## src/sv/mmcc_pkg.sv

```systemverilog
// Shared constants, codes and command/status types for the mesh mapping cost block.
`timescale 1ns / 1ps
package mmcc_pkg;

  localparam int TASK_W      = 7;
  localparam int LOAD_W      = 6;
  localparam int CORE_W      = 6;
  localparam int CFG_W       = 7;
  localparam int VOLUME_W    = 16;
  localparam int COST_W      = 32;
  localparam int DIST_W      = CORE_W + 2;
  localparam int PROD_W      = DIST_W + VOLUME_W;
  localparam int CORE_CMP_W  = 11;

  localparam int MAX_TASKS   = 64;
  localparam int MAX_CORES   = 64;
  localparam int VOLUME_BITS = 16;
  localparam int TABLE_LIMIT = 2 ** LOAD_W;

  localparam int VOL_USED = (VOLUME_BITS < VOLUME_W) ? VOLUME_BITS : VOLUME_W;
  localparam logic [VOLUME_W-1:0] VOL_MASK =
    VOLUME_W'((VOLUME_W+1)'(1) << VOL_USED) - VOLUME_W'(1);

  localparam int APB_AW = 4;
  localparam int APB_DW = 32;

  localparam logic [CFG_W-1:0] COLS_RST  = 7'd4;
  localparam logic [CFG_W-1:0] CORES_RST = 7'd16;
  localparam logic [CFG_W-1:0] TASKS_RST = 7'd16;

  typedef enum logic [1:0] {
    REG_MESH_COLUMNS = 2'd0,
    REG_CORE_COUNT   = 2'd1,
    REG_TASK_COUNT   = 2'd2
  } reg_idx_t;

  typedef enum logic {
    CMD_LOAD = 1'b0,
    CMD_EDGE = 1'b1
  } command_t;

  typedef struct packed {
    logic capture;
    logic load_wr;
    logic lookup;
    logic div_start;
    logic div_step;
    logic mul;
    logic acc;
  } dp_cmd_t;

  typedef struct packed {
    logic in_edge;
    logic task_bad;
    logic last;
    logic div_done;
    logic out_free;
  } dp_status_t;

endpackage

```

## src/sv/mmcc_if.sv

```systemverilog
// Item channel interfaces: edge/load input and cost result output.
`timescale 1ns / 1ps
interface mmcc_in_if;
  logic                         valid;
  logic                         ready;
  logic                         command;
  logic [mmcc_pkg::LOAD_W-1:0]   load_task;
  logic [mmcc_pkg::CORE_W-1:0]   load_core;
  logic [mmcc_pkg::TASK_W-1:0]   source_task;
  logic [mmcc_pkg::TASK_W-1:0]   target_task;
  logic [mmcc_pkg::VOLUME_W-1:0] volume;
  logic                         last_edge;

  modport source (output valid, command, load_task, load_core, source_task, target_task,
                  volume, last_edge, input ready);
  modport sink (input valid, command, load_task, load_core, source_task, target_task,
                volume, last_edge, output ready);
endinterface

interface mmcc_out_if;
  logic                       valid;
  logic                       ready;
  logic [mmcc_pkg::COST_W-1:0] total_cost;
  logic                       index_error;
  logic                       cost_saturated;

  modport source (output valid, total_cost, index_error, cost_saturated, input ready);
  modport sink (input valid, total_cost, index_error, cost_saturated, output ready);
endinterface

```

## src/sv/mmcc_div.sv

```systemverilog
// Restoring divider, one quotient bit per cycle while step is high, for core row and column.
`timescale 1ns / 1ps
module mmcc_div (
  input  logic                        clk,
  input  logic                        rst_n,
  input  logic                        start,
  input  logic                        step,
  input  logic [mmcc_pkg::CORE_W-1:0] dividend,
  input  logic [mmcc_pkg::CFG_W-1:0]  divisor,
  output logic [mmcc_pkg::CORE_W-1:0] quot,
  output logic [mmcc_pkg::CFG_W-1:0]  rem,
  output logic                        done
);

  localparam int CNT_W = $clog2(mmcc_pkg::CORE_W + 1);
  localparam logic [CNT_W-1:0] CNT_END = CNT_W'(mmcc_pkg::CORE_W);

  logic [mmcc_pkg::CFG_W-1:0]  rem_r, rem_nxt;
  logic [mmcc_pkg::CORE_W-1:0] dq_r, dq_nxt;
  logic [mmcc_pkg::CFG_W-1:0]  dvs_r;
  logic [CNT_W-1:0]            cnt_r;
  logic [mmcc_pkg::CFG_W:0]    trial;
  logic                        ge;

  assign trial = {rem_r, dq_r[mmcc_pkg::CORE_W-1]};
  assign ge    = trial >= {1'b0, dvs_r};

  always_comb begin
    rem_nxt = ge ? mmcc_pkg::CFG_W'(trial - {1'b0, dvs_r}) : trial[mmcc_pkg::CFG_W-1:0];
    dq_nxt  = {dq_r[mmcc_pkg::CORE_W-2:0], ge};
  end

  always_ff @(posedge clk) begin
    if (!rst_n) begin
      cnt_r <= CNT_END;
    end else if (start) begin
      cnt_r <= '0;
    end else if (step) begin
      cnt_r <= cnt_r + CNT_W'(1);
    end
  end

  always_ff @(posedge clk) begin
    if (start) begin
      rem_r <= '0;
      dq_r  <= dividend;
      dvs_r <= divisor;
    end else if (step) begin
      rem_r <= rem_nxt;
      dq_r  <= dq_nxt;
    end
  end

  assign quot = dq_r;
  assign rem  = rem_r;
  assign done = (cnt_r == CNT_END);

endmodule

```

## src/sv/mmcc_dp.sv

```systemverilog
// Datapath: placement table, task/core checks, dividers, multiply and saturating total.
`timescale 1ns / 1ps
module mmcc_dp #(
  parameter int MAX_TASKS = mmcc_pkg::MAX_TASKS
) (
  input  logic                          clk,
  input  logic                          rst_n,
  input  mmcc_pkg::dp_cmd_t             cmd,
  output mmcc_pkg::dp_status_t          status,
  input  logic                          in_command,
  input  logic [mmcc_pkg::LOAD_W-1:0]   in_load_task,
  input  logic [mmcc_pkg::CORE_W-1:0]   in_load_core,
  input  logic [mmcc_pkg::TASK_W-1:0]   in_source_task,
  input  logic [mmcc_pkg::TASK_W-1:0]   in_target_task,
  input  logic [mmcc_pkg::VOLUME_W-1:0] in_volume,
  input  logic                          in_last_edge,
  input  logic [mmcc_pkg::CFG_W-1:0]    mesh_columns,
  input  logic [mmcc_pkg::CFG_W-1:0]    core_count,
  input  logic [mmcc_pkg::CFG_W-1:0]    task_count,
  output logic                          out_valid,
  input  logic                          out_ready,
  output logic [mmcc_pkg::COST_W-1:0]   out_total_cost,
  output logic                          out_index_error,
  output logic                          out_cost_saturated
);

  localparam int DEPTH = (MAX_TASKS < mmcc_pkg::TABLE_LIMIT) ? MAX_TASKS : mmcc_pkg::TABLE_LIMIT;
  localparam int IDX_W = $clog2(DEPTH);
  localparam logic [mmcc_pkg::TASK_W-1:0] DEPTH_T = mmcc_pkg::TASK_W'(DEPTH);

  logic [mmcc_pkg::CORE_W-1:0]   table_mem [DEPTH];

  logic [IDX_W-1:0]              src_idx_r, dst_idx_r;
  logic                          task_bad_r, last_r;
  logic [mmcc_pkg::VOLUME_W-1:0] vol_r;
  logic [mmcc_pkg::CORE_W-1:0]   pe1_r, pe2_r;
  logic [mmcc_pkg::PROD_W-1:0]   prod_r;
  logic [mmcc_pkg::COST_W-1:0]   acc_r, acc_nxt;
  logic                          err_seen_r, err_nxt;
  logic                          ovf_seen_r, ovf_nxt;
  logic                          out_valid_r;
  logic [mmcc_pkg::COST_W-1:0]   out_total_r;
  logic                          out_err_r, out_ovf_r;

  logic                          load_ok;
  logic [mmcc_pkg::CFG_W-1:0]    cols_eff;
  logic [mmcc_pkg::CORE_W-1:0]   q1, q2, qd;
  logic [mmcc_pkg::CFG_W-1:0]    r1, r2, rd;
  logic                          d1, d2;
  logic [mmcc_pkg::DIST_W-1:0]   hop_dist;
  logic                          core_bad;
  logic [mmcc_pkg::COST_W:0]     sum;

  function automatic logic task_ok(input logic [mmcc_pkg::TASK_W-1:0] t,
                                   input logic [mmcc_pkg::CFG_W-1:0]  cnt);
    return (t != '0) && (t <= cnt) && (t <= DEPTH_T);
  endfunction

  function automatic logic [IDX_W-1:0] task_idx(input logic [mmcc_pkg::TASK_W-1:0] t);
    return IDX_W'(mmcc_pkg::TASK_W'(t - mmcc_pkg::TASK_W'(1)));
  endfunction

  assign load_ok = {1'b0, in_load_task} < DEPTH_T;

  // Placement table: one write port, two registered read ports
  always_ff @(posedge clk) begin
    if (cmd.load_wr && load_ok) begin
      table_mem[IDX_W'(in_load_task)] <= in_load_core;
    end
    if (cmd.lookup) begin
      pe1_r <= table_mem[src_idx_r];
      pe2_r <= table_mem[dst_idx_r];
    end
  end

  always_ff @(posedge clk) begin
    if (cmd.capture) begin
      src_idx_r  <= task_idx(in_source_task);
      dst_idx_r  <= task_idx(in_target_task);
      task_bad_r <= !(task_ok(in_source_task, task_count) &&
                      task_ok(in_target_task, task_count));
      last_r     <= in_last_edge;
      vol_r      <= in_volume & mmcc_pkg::VOL_MASK;
    end
  end

  assign cols_eff = (mesh_columns == '0) ? mmcc_pkg::CFG_W'(1) : mesh_columns;

  mmcc_div u_div_src (
    .clk      (clk),
    .rst_n    (rst_n),
    .start    (cmd.div_start),
    .step     (cmd.div_step),
    .dividend (pe1_r),
    .divisor  (cols_eff),
    .quot     (q1),
    .rem      (r1),
    .done     (d1)
  );

  mmcc_div u_div_dst (
    .clk      (clk),
    .rst_n    (rst_n),
    .start    (cmd.div_start),
    .step     (cmd.div_step),
    .dividend (pe2_r),
    .divisor  (cols_eff),
    .quot     (q2),
    .rem      (r2),
    .done     (d2)
  );

  always_comb begin
    qd       = (q1 > q2) ? (q1 - q2) : (q2 - q1);
    rd       = (r1 > r2) ? (r1 - r2) : (r2 - r1);
    hop_dist = mmcc_pkg::DIST_W'(qd) + mmcc_pkg::DIST_W'(rd);
  end

  always_ff @(posedge clk) begin
    if (cmd.mul) begin
      prod_r <= mmcc_pkg::PROD_W'(hop_dist) * mmcc_pkg::PROD_W'(vol_r);
    end
  end

  assign core_bad =
    ({1'b0, pe1_r} >= core_count) || ({1'b0, pe2_r} >= core_count) ||
    (mmcc_pkg::CORE_CMP_W'(pe1_r) >= mmcc_pkg::CORE_CMP_W'(mmcc_pkg::MAX_CORES)) ||
    (mmcc_pkg::CORE_CMP_W'(pe2_r) >= mmcc_pkg::CORE_CMP_W'(mmcc_pkg::MAX_CORES));

  assign sum = {1'b0, acc_r} + (mmcc_pkg::COST_W+1)'(prod_r);

  always_comb begin
    acc_nxt = acc_r;
    err_nxt = err_seen_r;
    ovf_nxt = ovf_seen_r;
    if (task_bad_r || core_bad) begin
      err_nxt = 1'b1;
    end else if (sum[mmcc_pkg::COST_W]) begin
      acc_nxt = '1;
      ovf_nxt = 1'b1;
    end else begin
      acc_nxt = sum[mmcc_pkg::COST_W-1:0];
    end
  end

  always_ff @(posedge clk) begin
    if (!rst_n) begin
      acc_r       <= '0;
      err_seen_r  <= 1'b0;
      ovf_seen_r  <= 1'b0;
      out_valid_r <= 1'b0;
    end else begin
      if (cmd.acc) begin
        if (last_r) begin
          acc_r      <= '0;
          err_seen_r <= 1'b0;
          ovf_seen_r <= 1'b0;
        end else begin
          acc_r      <= acc_nxt;
          err_seen_r <= err_nxt;
          ovf_seen_r <= ovf_nxt;
        end
      end
      if (cmd.acc && last_r) begin
        out_valid_r <= 1'b1;
      end else if (out_valid_r && out_ready) begin
        out_valid_r <= 1'b0;
      end
    end
  end

  always_ff @(posedge clk) begin
    if (cmd.acc && last_r) begin
      out_total_r <= acc_nxt;
      out_err_r   <= err_nxt;
      out_ovf_r   <= ovf_nxt;
    end
  end

  assign out_valid          = out_valid_r;
  assign out_total_cost     = out_total_r;
  assign out_index_error    = out_err_r;
  assign out_cost_saturated = out_ovf_r;

  always_comb begin
    status.in_edge  = (mmcc_pkg::command_t'(in_command) == mmcc_pkg::CMD_EDGE);
    status.task_bad = task_bad_r;
    status.last     = last_r;
    status.div_done = d1;
    status.out_free = !out_valid_r || out_ready;
  end

  a_clear_after_last: assert property (@(posedge clk) disable iff (!rst_n)
    cmd.acc && last_r |=> acc_r == '0 && !err_seen_r && !ovf_seen_r)
    else $error("total not cleared after last edge");

  a_sat_holds_max: assert property (@(posedge clk) disable iff (!rst_n)
    ovf_seen_r |-> acc_r == '1)
    else $error("saturation flag without clamped total");

  a_div_lockstep: assert property (@(posedge clk) disable iff (!rst_n)
    d1 == d2)
    else $error("dividers out of step");

endmodule

```

## src/sv/mmcc_ctrl.sv

```systemverilog
// Controller: sequences lookup, division, multiply and accumulate for each edge item.
`timescale 1ns / 1ps
module mmcc_ctrl (
  input  logic                 clk,
  input  logic                 rst_n,
  input  logic                 in_valid,
  output logic                 in_ready,
  input  mmcc_pkg::dp_status_t status,
  output mmcc_pkg::dp_cmd_t    cmd
);

  typedef enum logic [5:0] {
    S_IDLE   = 6'b000001,
    S_LOOKUP = 6'b000010,
    S_PREP   = 6'b000100,
    S_DIV    = 6'b001000,
    S_ACC    = 6'b010000,
    S_SPARE  = 6'b100000
  } state_t;

  state_t state_r, state_nxt;

  always_comb begin
    state_nxt = state_r;
    cmd       = '0;
    in_ready  = 1'b0;
    case (state_r)
      S_IDLE: begin
        in_ready = 1'b1;
        if (in_valid) begin
          cmd.capture = 1'b1;
          if (status.in_edge) begin
            state_nxt = S_LOOKUP;
          end else begin
            cmd.load_wr = 1'b1;
          end
        end
      end
      S_LOOKUP: begin
        cmd.lookup = 1'b1;
        state_nxt  = status.task_bad ? S_ACC : S_PREP;
      end
      S_PREP: begin
        cmd.div_start = 1'b1;
        state_nxt     = S_DIV;
      end
      S_DIV: begin
        if (status.div_done) begin
          cmd.mul   = 1'b1;
          state_nxt = S_ACC;
        end else begin
          cmd.div_step = 1'b1;
        end
      end
      S_ACC: begin
        if (!status.last || status.out_free) begin
          cmd.acc   = 1'b1;
          state_nxt = S_IDLE;
        end
      end
      default: begin
        state_nxt = S_IDLE;
      end
    endcase
  end

  always_ff @(posedge clk) begin
    if (!rst_n) begin
      state_r <= S_IDLE;
    end else begin
      state_r <= state_nxt;
    end
  end

  a_edge_starts_lookup: assert property (@(posedge clk) disable iff (!rst_n)
    cmd.capture && status.in_edge |=> state_r == S_LOOKUP)
    else $error("edge item did not start a lookup");

  a_acc_returns_idle: assert property (@(posedge clk) disable iff (!rst_n)
    cmd.acc |=> state_r == S_IDLE && !cmd.acc)
    else $error("accumulate not followed by idle");

endmodule

```

## src/sv/mesh_mapping_comm_cost.sv

```systemverilog
// Top level: mesh mapping communication cost scorer with APB configuration.
// Load items: one per cycle while idle, no result. Edge items: capture, lookup, divider start,
// six-step bit-serial row/column division, accumulate, then the next accept (a bad task number
// skips to accumulate). The result is valid after the last edge accumulates; a held result
// stalls only the next last edge. Reset (rst_n, synchronous, active low) clears total,
// flags and control, sets registers to 4/16/16; the placement table is not cleared.
`timescale 1ns / 1ps
module mesh_mapping_comm_cost #(
  parameter int MAX_TASKS = mmcc_pkg::MAX_TASKS
) (
  input  logic                        clk,
  input  logic                        rst_n,
  mmcc_in_if.sink                     in_chan,
  mmcc_out_if.source                  out_chan,
  input  logic                        psel,
  input  logic                        penable,
  input  logic                        pwrite,
  input  logic [mmcc_pkg::APB_AW-1:0] paddr,
  input  logic [mmcc_pkg::APB_DW-1:0] pwdata,
  output logic [mmcc_pkg::APB_DW-1:0] prdata,
  output logic                        pready
);

  logic [mmcc_pkg::CFG_W-1:0] mesh_columns_r, core_count_r, task_count_r;
  logic                       cfg_wr;
  mmcc_pkg::reg_idx_t         cfg_idx;
  mmcc_pkg::dp_cmd_t          cmd;
  mmcc_pkg::dp_status_t       status;
  logic                       in_ready;

  assign pready  = 1'b1;
  assign cfg_wr  = psel && penable && pwrite && pready;
  assign cfg_idx = mmcc_pkg::reg_idx_t'(paddr[3:2]);

  always_ff @(posedge clk) begin
    if (!rst_n) begin
      mesh_columns_r <= mmcc_pkg::COLS_RST;
      core_count_r   <= mmcc_pkg::CORES_RST;
      task_count_r   <= mmcc_pkg::TASKS_RST;
    end else if (cfg_wr) begin
      case (cfg_idx)
        mmcc_pkg::REG_MESH_COLUMNS: mesh_columns_r <= pwdata[mmcc_pkg::CFG_W-1:0];
        mmcc_pkg::REG_CORE_COUNT:   core_count_r   <= pwdata[mmcc_pkg::CFG_W-1:0];
        mmcc_pkg::REG_TASK_COUNT:   task_count_r   <= pwdata[mmcc_pkg::CFG_W-1:0];
        default: ;
      endcase
    end
  end

  always_comb begin
    case (cfg_idx)
      mmcc_pkg::REG_MESH_COLUMNS: prdata = mmcc_pkg::APB_DW'(mesh_columns_r);
      mmcc_pkg::REG_CORE_COUNT:   prdata = mmcc_pkg::APB_DW'(core_count_r);
      mmcc_pkg::REG_TASK_COUNT:   prdata = mmcc_pkg::APB_DW'(task_count_r);
      default:                    prdata = '0;
    endcase
  end

  mmcc_ctrl u_ctrl (
    .clk      (clk),
    .rst_n    (rst_n),
    .in_valid (in_chan.valid),
    .in_ready (in_ready),
    .status   (status),
    .cmd      (cmd)
  );

  assign in_chan.ready = in_ready;

  mmcc_dp #(
    .MAX_TASKS (MAX_TASKS)
  ) u_dp (
    .clk                (clk),
    .rst_n              (rst_n),
    .cmd                (cmd),
    .status             (status),
    .in_command         (in_chan.command),
    .in_load_task       (in_chan.load_task),
    .in_load_core       (in_chan.load_core),
    .in_source_task     (in_chan.source_task),
    .in_target_task     (in_chan.target_task),
    .in_volume          (in_chan.volume),
    .in_last_edge       (in_chan.last_edge),
    .mesh_columns       (mesh_columns_r),
    .core_count         (core_count_r),
    .task_count         (task_count_r),
    .out_valid          (out_chan.valid),
    .out_ready          (out_chan.ready),
    .out_total_cost     (out_chan.total_cost),
    .out_index_error    (out_chan.index_error),
    .out_cost_saturated (out_chan.cost_saturated)
  );

endmodule
```

## src/flat_wrapper.sv

```systemverilog
// flat-port wrapper written by rule: the top's interface ports become plain ports
module mesh_mapping_comm_cost_flat 
#(
  parameter int MAX_TASKS = mmcc_pkg::MAX_TASKS
)
  (clk, rst_n, psel, penable, pwrite, paddr, pwdata, prdata, pready, in_chan_valid, in_chan_command, in_chan_load_task, in_chan_load_core, in_chan_source_task, in_chan_target_task, in_chan_volume, in_chan_last_edge, in_chan_ready, out_chan_valid, out_chan_total_cost, out_chan_index_error, out_chan_cost_saturated, out_chan_ready);
  mmcc_in_if in_chan_i ();
  mmcc_out_if out_chan_i ();
  input  logic clk;
  input  logic rst_n;
  input  logic psel;
  input  logic penable;
  input  logic pwrite;
  input  logic [mmcc_pkg::APB_AW-1:0] paddr;
  input  logic [mmcc_pkg::APB_DW-1:0] pwdata;
  output logic [mmcc_pkg::APB_DW-1:0] prdata;
  output logic pready;
  input wire logic [$bits(in_chan_i.valid)-1:0] in_chan_valid;
  input wire logic [$bits(in_chan_i.command)-1:0] in_chan_command;
  input wire logic [$bits(in_chan_i.load_task)-1:0] in_chan_load_task;
  input wire logic [$bits(in_chan_i.load_core)-1:0] in_chan_load_core;
  input wire logic [$bits(in_chan_i.source_task)-1:0] in_chan_source_task;
  input wire logic [$bits(in_chan_i.target_task)-1:0] in_chan_target_task;
  input wire logic [$bits(in_chan_i.volume)-1:0] in_chan_volume;
  input wire logic [$bits(in_chan_i.last_edge)-1:0] in_chan_last_edge;
  output wire logic [$bits(in_chan_i.ready)-1:0] in_chan_ready;
  output wire logic [$bits(out_chan_i.valid)-1:0] out_chan_valid;
  output wire logic [$bits(out_chan_i.total_cost)-1:0] out_chan_total_cost;
  output wire logic [$bits(out_chan_i.index_error)-1:0] out_chan_index_error;
  output wire logic [$bits(out_chan_i.cost_saturated)-1:0] out_chan_cost_saturated;
  input wire logic [$bits(out_chan_i.ready)-1:0] out_chan_ready;
  assign in_chan_i.valid = in_chan_valid;
  assign in_chan_i.command = in_chan_command;
  assign in_chan_i.load_task = in_chan_load_task;
  assign in_chan_i.load_core = in_chan_load_core;
  assign in_chan_i.source_task = in_chan_source_task;
  assign in_chan_i.target_task = in_chan_target_task;
  assign in_chan_i.volume = in_chan_volume;
  assign in_chan_i.last_edge = in_chan_last_edge;
  assign in_chan_ready = in_chan_i.ready;
  assign out_chan_valid = out_chan_i.valid;
  assign out_chan_total_cost = out_chan_i.total_cost;
  assign out_chan_index_error = out_chan_i.index_error;
  assign out_chan_cost_saturated = out_chan_i.cost_saturated;
  assign out_chan_i.ready = out_chan_ready;
  mesh_mapping_comm_cost #(.MAX_TASKS(MAX_TASKS)) u_core (.clk(clk), .rst_n(rst_n), .in_chan(in_chan_i), .out_chan(out_chan_i), .psel(psel), .penable(penable), .pwrite(pwrite), .paddr(paddr), .pwdata(pwdata), .prdata(prdata), .pready(pready));
endmodule
```

## config.mk

```make
export PLATFORM = sky130hd
export DESIGN_NAME = mesh_mapping_comm_cost_flat
export DESIGN_NICKNAME = d
export VERILOG_FILES = /design/src/sv/mmcc_pkg.sv /design/src/sv/mmcc_if.sv /design/src/sv/mmcc_div.sv /design/src/sv/mmcc_dp.sv /design/src/sv/mmcc_ctrl.sv /design/src/sv/mesh_mapping_comm_cost.sv /design/src/flat_wrapper.sv
export SDC_FILE = /design/constraint.sdc
export NUM_CORES = 1
export LEC_CHECK = 0
export BUFFER_PORTS_ARGS = -buffer_cell sky130_fd_sc_hd__buf_2
export CAP_MARGIN = 20
export CORE_MARGIN = 4
export CORE_UTILIZATION = 29
export DETAILED_ROUTE_END_ITERATION = 16
export PLACE_DENSITY = 0.45
export SETUP_SLACK_MARGIN = 0.1
export SLEW_MARGIN = 10
export SYNTH_ARGS = -nofsm -noshare
export SYNTH_HDL_FRONTEND = slang
export SYNTH_SLANG_ARGS = --single-unit
```

## constraint.sdc

```tcl
create_clock -name clk -period 8.7 [get_ports clk]
set_input_delay 0.87 -clock clk [delete_from_list [all_inputs] [get_ports clk]]
set_output_delay 0.87 -clock clk [all_outputs]
set_load 0.01 [all_outputs]
```

==> metrics, run 1 <==
status=finished, final reports clean; worst min-delay path category=input pin to register; H-tree depth=3; initial DRC count=1373; CTS tree=yes; number of top-level pins=156; Power Density=268 nW/um^2; clk_lat worst skew=0.64 ns; Seq/Total Area, Yosys=0.498; Slew @ Worst Pin=1.08 ns; worst endpoint required time=9.07 ns; layout cell share with drive strength beyond 1=0.204; Top delay family on crit path=adder cells; Final ANT Viol Nets=0; setup repair after global routing missed its margin=false; Chip Width=348 um; worst reg2reg path startpoint=u_core.u_dp.u_div_src.quot[0]; CTS buffer count=71; crit path setup slack, layout=0.714 ns; Simple-Gate Fraction of Synth Area=0.0800; HPWL Detailed=61300 um; GRT overflow=0; final hold violations=0; Worst Hold End=u_core.u_dp.vol_r[6]; core area=115000 sq um; synthesized area per cell=13.9 sq um; Layout Utilization=0.330; post-route cell area=37800 sq um; Final Max Tran Viols=0; startpoint types=register; routed via count=20259; Final min period=7.99 ns; mapped cell area=33500 sq um; Yosys reg bits=581; Worst Setup Path Type=register to register; hold_sp=in_chan_volume[6]; # placed instances=3930; antenna diode count=0; CTS Hold Bufs=0; die area=121000 sq um; mux contribution to synthesized area=0.184; most frequent cells in the layout=503 x edfxtp_1, 252 x mux4_2, 173 x inv_1; Post-CTS Setup Bufs=0; leakage=13.5 nW; worst hold path depth=1; post-route clock period utilization=0.918; DRC violations left=0; clock-pin slew on the worst setup and hold paths=0.06 ns; worst flop-to-flop path endpoint=u_core.u_dp.prod_r[21]; setup skew after layout=0.0340 ns; first-pass GRT wire length=132000 um; reg2reg setup slack=0.71 ns; complex-gate fraction of the synthesized area=0.0696; Primary FF master, synth=edfxtp_1; Max transition margin=0.279; critical path arrival=8.36 ns; clk sinks=581; Die Span Y=348 um; IO Port Bufs=102; largest family of logic cells by synthesized area=multiplexers; post-synthesis adder-cell area fraction=0.109; max incr delay on CP=0.54 ns; CP Max Fanout=15; wire per inst=21.5 um; Setup Total Neg Slack=0 ns; router iterations before antenna repair=5; Post-Synth XOR/XNOR Area=0.0178; Post-Layout Cell Count=4060; MaxCap Viol Count=0; cell area after placement=35500 sq um; Worst Path Buf+Inv=4; critical path's slowest cell=fa_1; root cell of the clock tree=clkbuf_16; GP Congestion=0.841; Total GRT Usage=0.143; Routed WL=87100 um; EDFF count, synth=503; f_max=0.125 GHz; Layout Nets=2818; Max rail drop VDD=159 uV; synth warn=0; Worst setup EP type=register; initial antenna violation count=3; Worst path most repeated cell=fa_1; Clock Path Buffers=3; Crit path depth=33; commonest non-fill, non-tap cell in the layout=edfxtp_1; synthesis-to-finish area growth=13.0%; fraction of registers with async set or reset after synthesis=0; largest net degree at the start of global routing=97; PostCTS Resize Cnt=0; initial core utilization=0.292; Yosys cell types=77; Final setup viols=0; cell count of the worst reg-to-reg path=33; number of global-route vias before repair=21260; via/cell ratio=4.99; synthesized netlist cell count=2407; std cell rows=124; dpl ws=0.705 ns
==> power breakdown <==
| part | internal, mW | switching, mW | total, mW |
|---|---|---|---|
| logic | 1.77 | 2.11 | 3.88 |
| clock network | 1.69 | 1.20 | 2.89 |
| registers | 3.27 | 0.0904 | 3.36 |
| total | 6.72 | 3.41 | 10.1 |
==> logic make-up (layout without fill, tap and decap cells) <==
group | Yosys count | after routing
flops | 581 | 581
other cells | 2 | 26
fa+ha+maj | 236 | 236
buf+inv | 317 | 434
simple gates | 544 | 544
xor+xnor | 68 | 68
mux | 299 | 299
compound gates | 360 | 360
==> sequential cells by signal, indices dropped and copies added (netlist names), 7 cells and up <==
signal                       flops
u_core.core_count_r              7
u_core.mesh_columns_r            7
u_core.task_count_r              7
u_core.u_dp.acc_r               32
u_core.u_dp.out_total_cost      32
u_core.u_dp.prod_r              24
u_core.u_dp.table_mem          384
u_core.u_dp.u_div_dst.dvs_r      7
u_core.u_dp.u_div_dst.rem        7
u_core.u_dp.u_div_src.rem        7
u_core.u_dp.vol_r               16
==> through the flow <==
step	hold WS, ns	power [mW]
4_1_cts	0.356	10.3
5_1_grt	0.367	10.8
6_report	0.418	10.1
2_1_floorplan	0.428	6.28
3_3_place_gp	0.451	7.28
3_5_place_dp	0.450	7.33
==> final cells by class <==
cell class	count	area, sq um
clock buffers	89	1950
clock inverters	37	320
fillers	11254	76700
inverters	174	653
multi-input cells	1533	15500
flip-flops and latches	581	16700
well taps	1512	1890
repair buffers	134	828
==> synthesized netlist by cell type, types with 5 or more instances <==
| library cell | number | area share |
|---|---|---|
| nand2b_1 | 20 | 0.0037 |
| nor2_1 | 152 | 0.017 |
| buf_6 | 10 | 0.0034 |
| mux2_2 | 7 | 0.0024 |
| a22oi_1 | 5 | 0.0011 |
| buf_4 | 27 | 0.0061 |
| o21ai_0 | 70 | 0.010 |
| nor3_1 | 15 | 0.0022 |
| clkbuf_1 | 71 | 0.0080 |
| nor2b_1 | 39 | 0.0073 |
| nand4_1 | 12 | 0.0022 |
| a21o_1 | 27 | 0.0061 |
| nand3b_1 | 7 | 0.0016 |
| a211oi_1 | 12 | 0.0027 |
| a22o_1 | 12 | 0.0031 |
| nand2_1 | 128 | 0.014 |
| a21bo_2 | 6 | 0.0018 |
| ha_1 | 144 | 0.054 |
| o21bai_1 | 10 | 0.0022 |
| buf_2 | 21 | 0.0031 |
| o211ai_1 | 8 | 0.0018 |
| and4_1 | 5 | 0.0013 |
| o21ai_1 | 25 | 0.0037 |
| a31oi_1 | 7 | 0.0013 |
| xor2_1 | 30 | 0.0079 |
| a21boi_0 | 14 | 0.0031 |
| fa_1 | 92 | 0.055 |
| edfxtp_1 | 503 | 0.45 |
| and3_1 | 8 | 0.0015 |
| buf_1 | 14 | 0.0016 |
| nor3b_1 | 6 | 0.0013 |
| mux2i_1 | 40 | 0.012 |
| and2_1 | 79 | 0.015 |
| mux4_2 | 252 | 0.17 |
| a21oi_1 | 98 | 0.015 |
| o21a_1 | 12 | 0.0027 |
| or3_1 | 8 | 0.0015 |
| inv_1 | 174 | 0.020 |
| dfxtp_1 | 78 | 0.047 |
| xnor2_1 | 38 | 0.0099 |
| nand3_1 | 50 | 0.0075 |
==> routing by layer <==
| layer | routed length [um] | up-vias | share of wire | track usage |
|---|---|---|---|---|
| met4 | 2200 | 2 | 0.025 | 0.0408 |
| met3 | 4570 | 136 | 0.052 | 0.0277 |
| met2 | 43500 | 516 | 0.50 | 0.245 |
| met5 | 13 | - | 0.00015 | 0 |
| li1 | - | 9245 | - | - |
| met1 | 36900 | 10360 | 0.42 | 0.184 |
==> worst register-to-register path: cells and delay by family (launching register included) <==
| family | cells | cell delay (ns) |
|---|---|---|
| AO/OA/AOI/OAI | 13 | 2.47 |
| XOR/XNOR | 1 | 0.08 |
| adder cells (fa/ha/maj) | 8 | 3.12 |
| buffers and inverters | 4 | 0.55 |
| flip-flops | 1 | 0.38 |
| multiplexers | 1 | 0.38 |
| AND/OR/NAND/NOR | 6 | 0.79 |
==> how the worst max path moves through the flow <==
stage,endpoint,start
after global routing,u_core.u_dp.prod_r[21],u_core.u_dp.u_div_src.quot[0]
after CTS,u_core.u_dp.prod_r[21],u_core.u_dp.u_div_src.quot[0]
after global placement,u_core.u_dp.prod_r[23],u_core.u_dp.u_div_src.quot[0]
final,u_core.u_dp.prod_r[21],u_core.u_dp.u_div_src.quot[0]
after floorplan,u_core.u_dp.prod_r[22],u_core.u_dp.u_div_src.quot[0]
after detailed placement,u_core.u_dp.prod_r[21],u_core.u_dp.u_div_src.quot[0]
Power figures use the tool's default switching activity.
==> inputs of run 2 (changes only) <==
--- a/config.mk
+++ b/config.mk
@@ -8,9 +8,9 @@
 export BUFFER_PORTS_ARGS = -buffer_cell sky130_fd_sc_hd__buf_2
 export CAP_MARGIN = 20
 export CORE_MARGIN = 4
-export CORE_UTILIZATION = 29
+export CORE_UTILIZATION = 60
 export DETAILED_ROUTE_END_ITERATION = 16
-export PLACE_DENSITY = 0.45
+export PLACE_DENSITY = 0.79
 export SETUP_SLACK_MARGIN = 0.1
 export SLEW_MARGIN = 10
 export SYNTH_ARGS = -nofsm -noshare
==> constraint.sdc (replaced) <==
create_clock -name clk -period 8.7 [get_ports clk]
set_input_delay 0.435 -clock clk [delete_from_list [all_inputs] [get_ports clk]]
set_output_delay 0.435 -clock clk [all_outputs]
set_load 0.01 [all_outputs]
==> run 2 against run 1 <==
Against the previous run:
- worst hold slack worse by 0.35 ns
- flip-flop and latch count unchanged
- die area decreased by 51%
- via count grew 4.3%
- wire length decreased by 5.9%
- register-to-register slack worse by 0.13 ns
- combinational power is 4% lower
- maximum frequency down 1.6%
- critical path type unchanged
- sequential power hardly changed
- cell count down 19%
- global-route usage grew 13 points
==> metrics, run 2 (synthesized netlist as in run 1, its figures left out) <==
MaxCap Viol Count=0 (unchanged); critical path arrival=8.49 ns (+0.13 ns); Slew @ Worst Pin=1.12 ns (+0.0412 ns); Clock Path Buffers=3 (unchanged); PostCTS Resize Cnt=0 (unchanged); reg2reg setup slack=0.58 ns (-0.13 ns); worst flop-to-flop path endpoint=u_core.u_dp.prod_r[22]; Routed WL=81900 um (-5.9%); GP Congestion=0.920 (+9.4%); dpl ws=0.661 ns (-0.0440 ns); Die Span Y=244 um (-30%); Post-CTS Setup Bufs=0 (unchanged); die area=59600 sq um (-51%); CTS tree=yes; max incr delay on CP=0.50 ns (-0.04 ns); number of top-level pins=156 (unchanged); post-route clock period utilization=0.933 (+0.0151); setup skew after layout=0.0416 ns (+0.00765 ns); DRC violations left=0 (unchanged); synthesis-to-finish area growth=10.2%; critical path's slowest cell=fa_1; Reg area=16700 sq um (unchanged); Max rail drop VDD=209 uV (+32%); final hold violations=0 (unchanged); root cell of the clock tree=clkbuf_16; Final Max Tran Viols=0 (unchanged); clock-pin slew on the worst setup and hold paths=0.06 ns (about the same); Final ANT Viol Nets=0 (unchanged); Post-Layout Cell Count=3301 (-19%); commonest non-fill, non-tap cell in the layout=edfxtp_1; Final min period=8.12 ns (+0.131 ns); multi-input combinational cell area=15500 sq um (about the same); setup repair after global routing missed its margin=false; clk sinks=581 (unchanged); core area=55200 sq um (-52%); cell count of the worst reg-to-reg path=34 (+3.0%); crit path to=u_core.u_dp.prod_r[22]; Crit. Startpoint=u_core.u_dp.u_div_src.quot[0]; GRT overflow=0 (unchanged); number of global-route vias before repair=21614 (+1.7%); worst reg2reg path startpoint=u_core.u_dp.u_div_src.quot[0]; largest net degree at the start of global routing=97 (unchanged); Total GRT Usage=0.274 (+0.131); CTS buffer count=61 (-14%); layout cell share with drive strength beyond 1=0.199 (-0.00494); most frequent cells in the layout=503 x edfxtp_1, 252 x mux4_2, 174 x inv_1; largest register by flop count=u_core.u_dp.table_mem; Layout Nets=2825 (+0.25%); Power Density=266 nW/um^2 (-0.54%); clk_lat worst skew=0.67 ns (+0.03 ns); max reg flops=384 (unchanged); f_max=0.123 GHz (-1.6%); Fill cells=3742 (-67%); std cell rows=86 (-31%); worst endpoint required time=9.07 ns (about the same); Chip Width=244 um (-30%); crit path setup slack, layout=0.583 ns (-0.131 ns); router iterations before antenna repair=5 (unchanged); Max transition margin=0.249 (-0.0303); routed via count=21139 (+4.3%); initial core utilization=0.606 (+0.314); IO Port Bufs=102 (unchanged); first-pass GRT wire length=127000 um (-4.0%); worst min-delay path category=input pin to register; Final setup viols=0 (unchanged); wire per inst=24.8 um (+16%); H-tree depth=2 (-1); status=finished, final reports clean; leakage=13.5 nW (-0.11%); CP Max Fanout=16 (+1); # placed instances=3165 (-19%); initial antenna violation count=1 (-2); initial DRC count=2091 (+52%); Setup Total Neg Slack=0 ns (unchanged); Worst Setup Path Type=register to register; HPWL Detailed=54600 um (-11%); Layout Utilization=0.668 (+0.338); startpoint types=register; Worst setup EP type=register; via/cell ratio=6.40 (+28%)
-- run 2: cell types whose count changed in the layout (fill, tap and decap cells not counted), moves of 3 or more --
cell	previous run	this run
clkinv_1	11	5
dlygate4sd3_1	0	17
bufinv_16	3	10
clkbuf_1	11	14
clkbuf_8	4	1
clkbuf_16	74	61
-- run 2: metal layers --
layer | share of wire | wire length (um) | track usage
met1 | 0.37 | 30000 | 0.343
met2 | 0.52 | 42300 | 0.473
met3 | 0.080 | 6590 | 0.0633
met4 | 0.037 | 3050 | 0.0977
met5 | 0 | 0 | 0
-- run 2: worst min-delay path by stage --
stage,depth (start not counted),start,to
5_1_grt,3,pwdata[4],u_core.task_count_r[4]
6_report,3,pwdata[4],u_core.task_count_r[4]
3_3_place_gp,2,u_core.u_dp.ovf_seen_r,u_core.u_dp.ovf_seen_r
2_1_floorplan,2,u_core.u_dp.err_seen_r,u_core.u_dp.err_seen_r
4_1_cts,3,pwdata[4],u_core.task_count_r[4]
3_5_place_dp,2,u_core.u_dp.ovf_seen_r,u_core.u_dp.ovf_seen_r
-- run 2: cell type report --
cell class / count / share of cell area
sequential: 581 / 0.452
multi-input combinational: 1533 / 0.421
clock buffer: 76 / 0.0432
timing repair buffer: 151 / 0.0274
tap: 748 / 0.0254
inverter: 174 / 0.0177
clock inverter: 36 / 0.0138
antenna: 2 / 0.000136
-- run 2: worst max-delay path, delay by kind of cell (launching register included) --
family | cells | cell delay (ns)
flops | 1 | 0.41
mux | 1 | 0.38
xor+xnor | 1 | 0.07
simple gates | 3 | 0.33
buf+inv | 5 | 0.29
fa+ha+maj | 8 | 3.01
compound gates | 16 | 3.37
-- run 2: through the flow --
step	area, sq um	power (mW)	hold WS, ns
final	36900	9.83	0.0637
after CTS	36800	9.87	0.0302
after global routing	36900	10.4	0.0460
after global placement	34500	7.01	0.442
after floorplan	33600	6.28	0.428
after detailed placement	34500	7.12	0.452
-- run 2: what timing repair did --
action,4_1_cts,5_1_grt
hold buffers,17,0
endpoints found under the hold margin,17,0
endpoints found under the setup margin,0,0
-- run 2: power breakdown --
| group | internal [mW] | total [mW] | switching (mW) |
|---|---|---|---|
| registers | 3.27 | 3.35 | 0.0869 |
| clock network | 1.60 | 2.74 | 1.13 |
| logic | 1.76 | 3.74 | 1.98 |
==> inputs of run 3 (changes only) <==
--- a/config.mk
+++ b/config.mk
@@ -8,11 +8,12 @@
 export BUFFER_PORTS_ARGS = -buffer_cell sky130_fd_sc_hd__buf_2
 export CAP_MARGIN = 20
 export CORE_MARGIN = 4
-export CORE_UTILIZATION = 60
+export CORE_UTILIZATION = 52
 export DETAILED_ROUTE_END_ITERATION = 16
-export PLACE_DENSITY = 0.79
+export PLACE_DENSITY = 0.68
 export SETUP_SLACK_MARGIN = 0.1
 export SLEW_MARGIN = 10
 export SYNTH_ARGS = -nofsm -noshare
 export SYNTH_HDL_FRONTEND = slang
 export SYNTH_SLANG_ARGS = --single-unit
+export TNS_END_PERCENT = 50
==> run 3 against run 2 <==
Against the previous run:
- clock-buffer cell count is 4 higher
- wire length is 3.4% lower
- global-route usage decreased by 4.1 points
- utilization down 8.5 points
- cell count is 3.1% higher
- final area increased by 0.25%
- critical path type unchanged
- largest cell class unchanged
==> metrics, run 3 (synthesized netlist as in run 1, its figures left out) <==
Power Density=264 nW/um^2 (-0.72%); Combinational Power Share=0.388 (+0.008); Top delay family on crit path=adder cells; Max transition margin=0.232 (-0.0166); Slew @ Worst Pin=1.15 ns (+0.0265 ns); leakage=13.5 nW (about the same); DRC violations left=0 (unchanged); Clock Path Buffers=3 (unchanged); Fill cells=4918 (+31%); Reg area=16700 sq um (unchanged); worst min-delay path category=input pin to register; MaxCap Viol Count=0 (unchanged); IO Port Bufs=102 (unchanged); router iterations before antenna repair=5 (unchanged); initial core utilization=0.528 (-0.0786); initial DRC count=1966 (-6.0%); sw power=3.23 mW (+1.2%); f_max=0.122 GHz (-0.77%); Layout Nets=2828 (+0.11%); worst reg2reg path startpoint=u_core.u_dp.u_div_src.quot[0]; Post-CTS Setup Bufs=0 (unchanged); reg2reg setup slack=0.52 ns (-0.06 ns); internal power=6.55 mW (-1.2%); setup skew after layout=0.0648 ns (+0.0231 ns); final hold violations=0 (unchanged); die area=68500 sq um (+15%); synthesis-to-finish area growth=10.5%; multi-input combinational cell area=15500 sq um (about the same); critical path's slowest cell=fa_1; wire per inst=23.3 um (-6.3%); largest register by flop count=u_core.u_dp.table_mem; clk sinks=581 (unchanged); Setup Total Neg Slack=0 ns (unchanged); GP Congestion=0.876 (-4.8%); Max rail drop VDD=258 uV (+24%); number of global-route vias before repair=21436 (-0.82%); Total GRT Usage=0.233 (-0.0415); most frequent cells in the layout=503 x edfxtp_1, 252 x mux4_2, 174 x inv_1; total power draw=9.78 mW (-0.47%); sequential share of power=0.342 (about the same); max reg flops=384 (unchanged); Worst Setup Path Type=register to register; max incr delay on CP=0.51 ns (about the same); CTS buffer count=61 (unchanged); largest net degree at the start of global routing=97 (unchanged); H-tree depth=2 (unchanged); hold_sp=pwdata[4]; initial antenna violation count=3 (+2); Worst setup EP type=register; Layout Utilization=0.583 (-0.0852); Final setup viols=0 (unchanged); Routed WL=79200 um (-3.4%); root cell of the clock tree=clkbuf_16; CTS tree=yes; commonest non-fill, non-tap cell in the layout=edfxtp_1; Chip Width=262 um (+7.2%); Hold Slack=0.111 ns (+0.0472 ns); clock-pin slew on the worst setup and hold paths=0.06 ns (about the same); clock share of power=0.270 (-0.009); clk_lat worst skew=0.68 ns (about the same); sw frac=0.331 (+0.00528); worst hold path depth=3 (unchanged); Worst path most repeated cell=fa_1; startpoint types=register; routed via count=20786 (-1.7%); setup repair after global routing missed its margin=false; layout cell share with drive strength beyond 1=0.199 (about the same); number of top-level pins=156 (unchanged); cell count of the worst reg-to-reg path=32 (-5.9%); Worst Path Buf+Inv=3 (-2); post-route clock period utilization=0.940 (+0.00727); worst endpoint required time=9.08 ns (about the same); critical path arrival=8.56 ns (+0.07 ns); Die Span Y=262 um (+7.2%); worst flop-to-flop path endpoint=u_core.u_dp.prod_r[21]; first-pass GRT wire length=123000 um (-2.8%); via/cell ratio=6.11 (-4.6%); CP Max Fanout=16 (unchanged); Final ANT Viol Nets=0 (unchanged); HPWL Detailed=54400 um (-0.46%); std cell rows=92 (+7.0%); core area=63400 sq um (+15%); Final min period=8.18 ns (+0.0632 ns); status=finished, final reports clean; GRT overflow=0 (unchanged); Worst Hold End=u_core.task_count_r[4]; Final Max Tran Viols=0 (unchanged)
-- run 3: cell types whose count changed in the layout (fill, tap and decap cells not counted), sizes merged --
cell / delta
buf: +3
bufinv: -5
clkbuf: +4
clkinv: +5
clkinvlp: -3
inv: +1
-- run 3: power by group through the flow --
| stage | Combinational [mW] | Clock, mW | Sequential (mW) |
|---|---|---|---|
| 2_1_floorplan | 2.91 | 0 | 3.37 |
| 3_3_place_gp | 3.67 | 0 | 3.41 |
| 3_5_place_dp | 3.76 | 0 | 3.41 |
| 4_1_cts | 3.80 | 2.68 | 3.35 |
| 5_1_grt | 4.22 | 2.80 | 3.36 |
| 6_report | 3.79 | 2.64 | 3.35 |
-- run 3: final cells by class --
type	count	share of cell area
clock inverters	34	0.00991
well taps	846	0.0286
clock buffers	80	0.0452
multi-input cells	1533	0.420
repair buffers	154	0.0284
inverters	174	0.0177
diodes	2	0.000135
flip-flops and latches	581	0.451
-- run 3: how the worst max path moves through the flow --
stage                                              from                     end  slack (ns)  cells past startpoint
after floorplan           u_core.u_dp.u_div_src.quot[0]  u_core.u_dp.prod_r[22]        1.15                     34
after detailed placement  u_core.u_dp.u_div_src.quot[0]  u_core.u_dp.prod_r[22]        0.62                     34
after CTS                 u_core.u_dp.u_div_src.quot[0]  u_core.u_dp.prod_r[22]        0.56                     34
final                     u_core.u_dp.u_div_src.quot[0]  u_core.u_dp.prod_r[21]        0.52                     32
after global routing      u_core.u_dp.u_div_src.quot[0]  u_core.u_dp.prod_r[21]        0.11                     32
after global placement    u_core.u_dp.u_div_src.quot[0]  u_core.u_dp.prod_r[22]        0.75                     34
-- run 3: worst reg2reg max path, delay by kind of cell (launching register included) --
| family | cells | cell delay (ns) |
|---|---|---|
| flip-flops | 1 | 0.40 |
| adder cells (fa/ha/maj) | 8 | 3.02 |
| multiplexers | 1 | 0.36 |
| AO/OA/AOI/OAI | 14 | 2.93 |
| XOR/XNOR | 1 | 0.09 |
| AND/OR/NAND/NOR | 5 | 0.82 |
| buffers and inverters | 3 | 0.32 |
-- run 3: timing repair --
| action | CTS | global route |
|---|---|---|
| endpoints found under the hold margin | 17 | 0 |
| gates resized for setup | 0 | 2 |
| hold buffers | 17 | 0 |
| endpoints found under the setup margin | 0 | 2 |
-- run 3: stage by stage --
stage               cell area (sq um)  worst slack [ns]  instances
finish                          37000             0.520       3404
global route                    37000             0.107       3402
CTS                             36800             0.557       3394
detailed placement              34600             0.617       3263
global placement                34600             0.745       3262
floorplan                       33600              1.15       2431
-- run 3: routing by layer --
metal,track usage,up-vias,share of wire
met3,0.0393,137,0.073
met1,0.303,10537,0.39
li1,-,9269,-
met5,0,-,0
met4,0.0599,0,0.024
met2,0.410,843,0.52
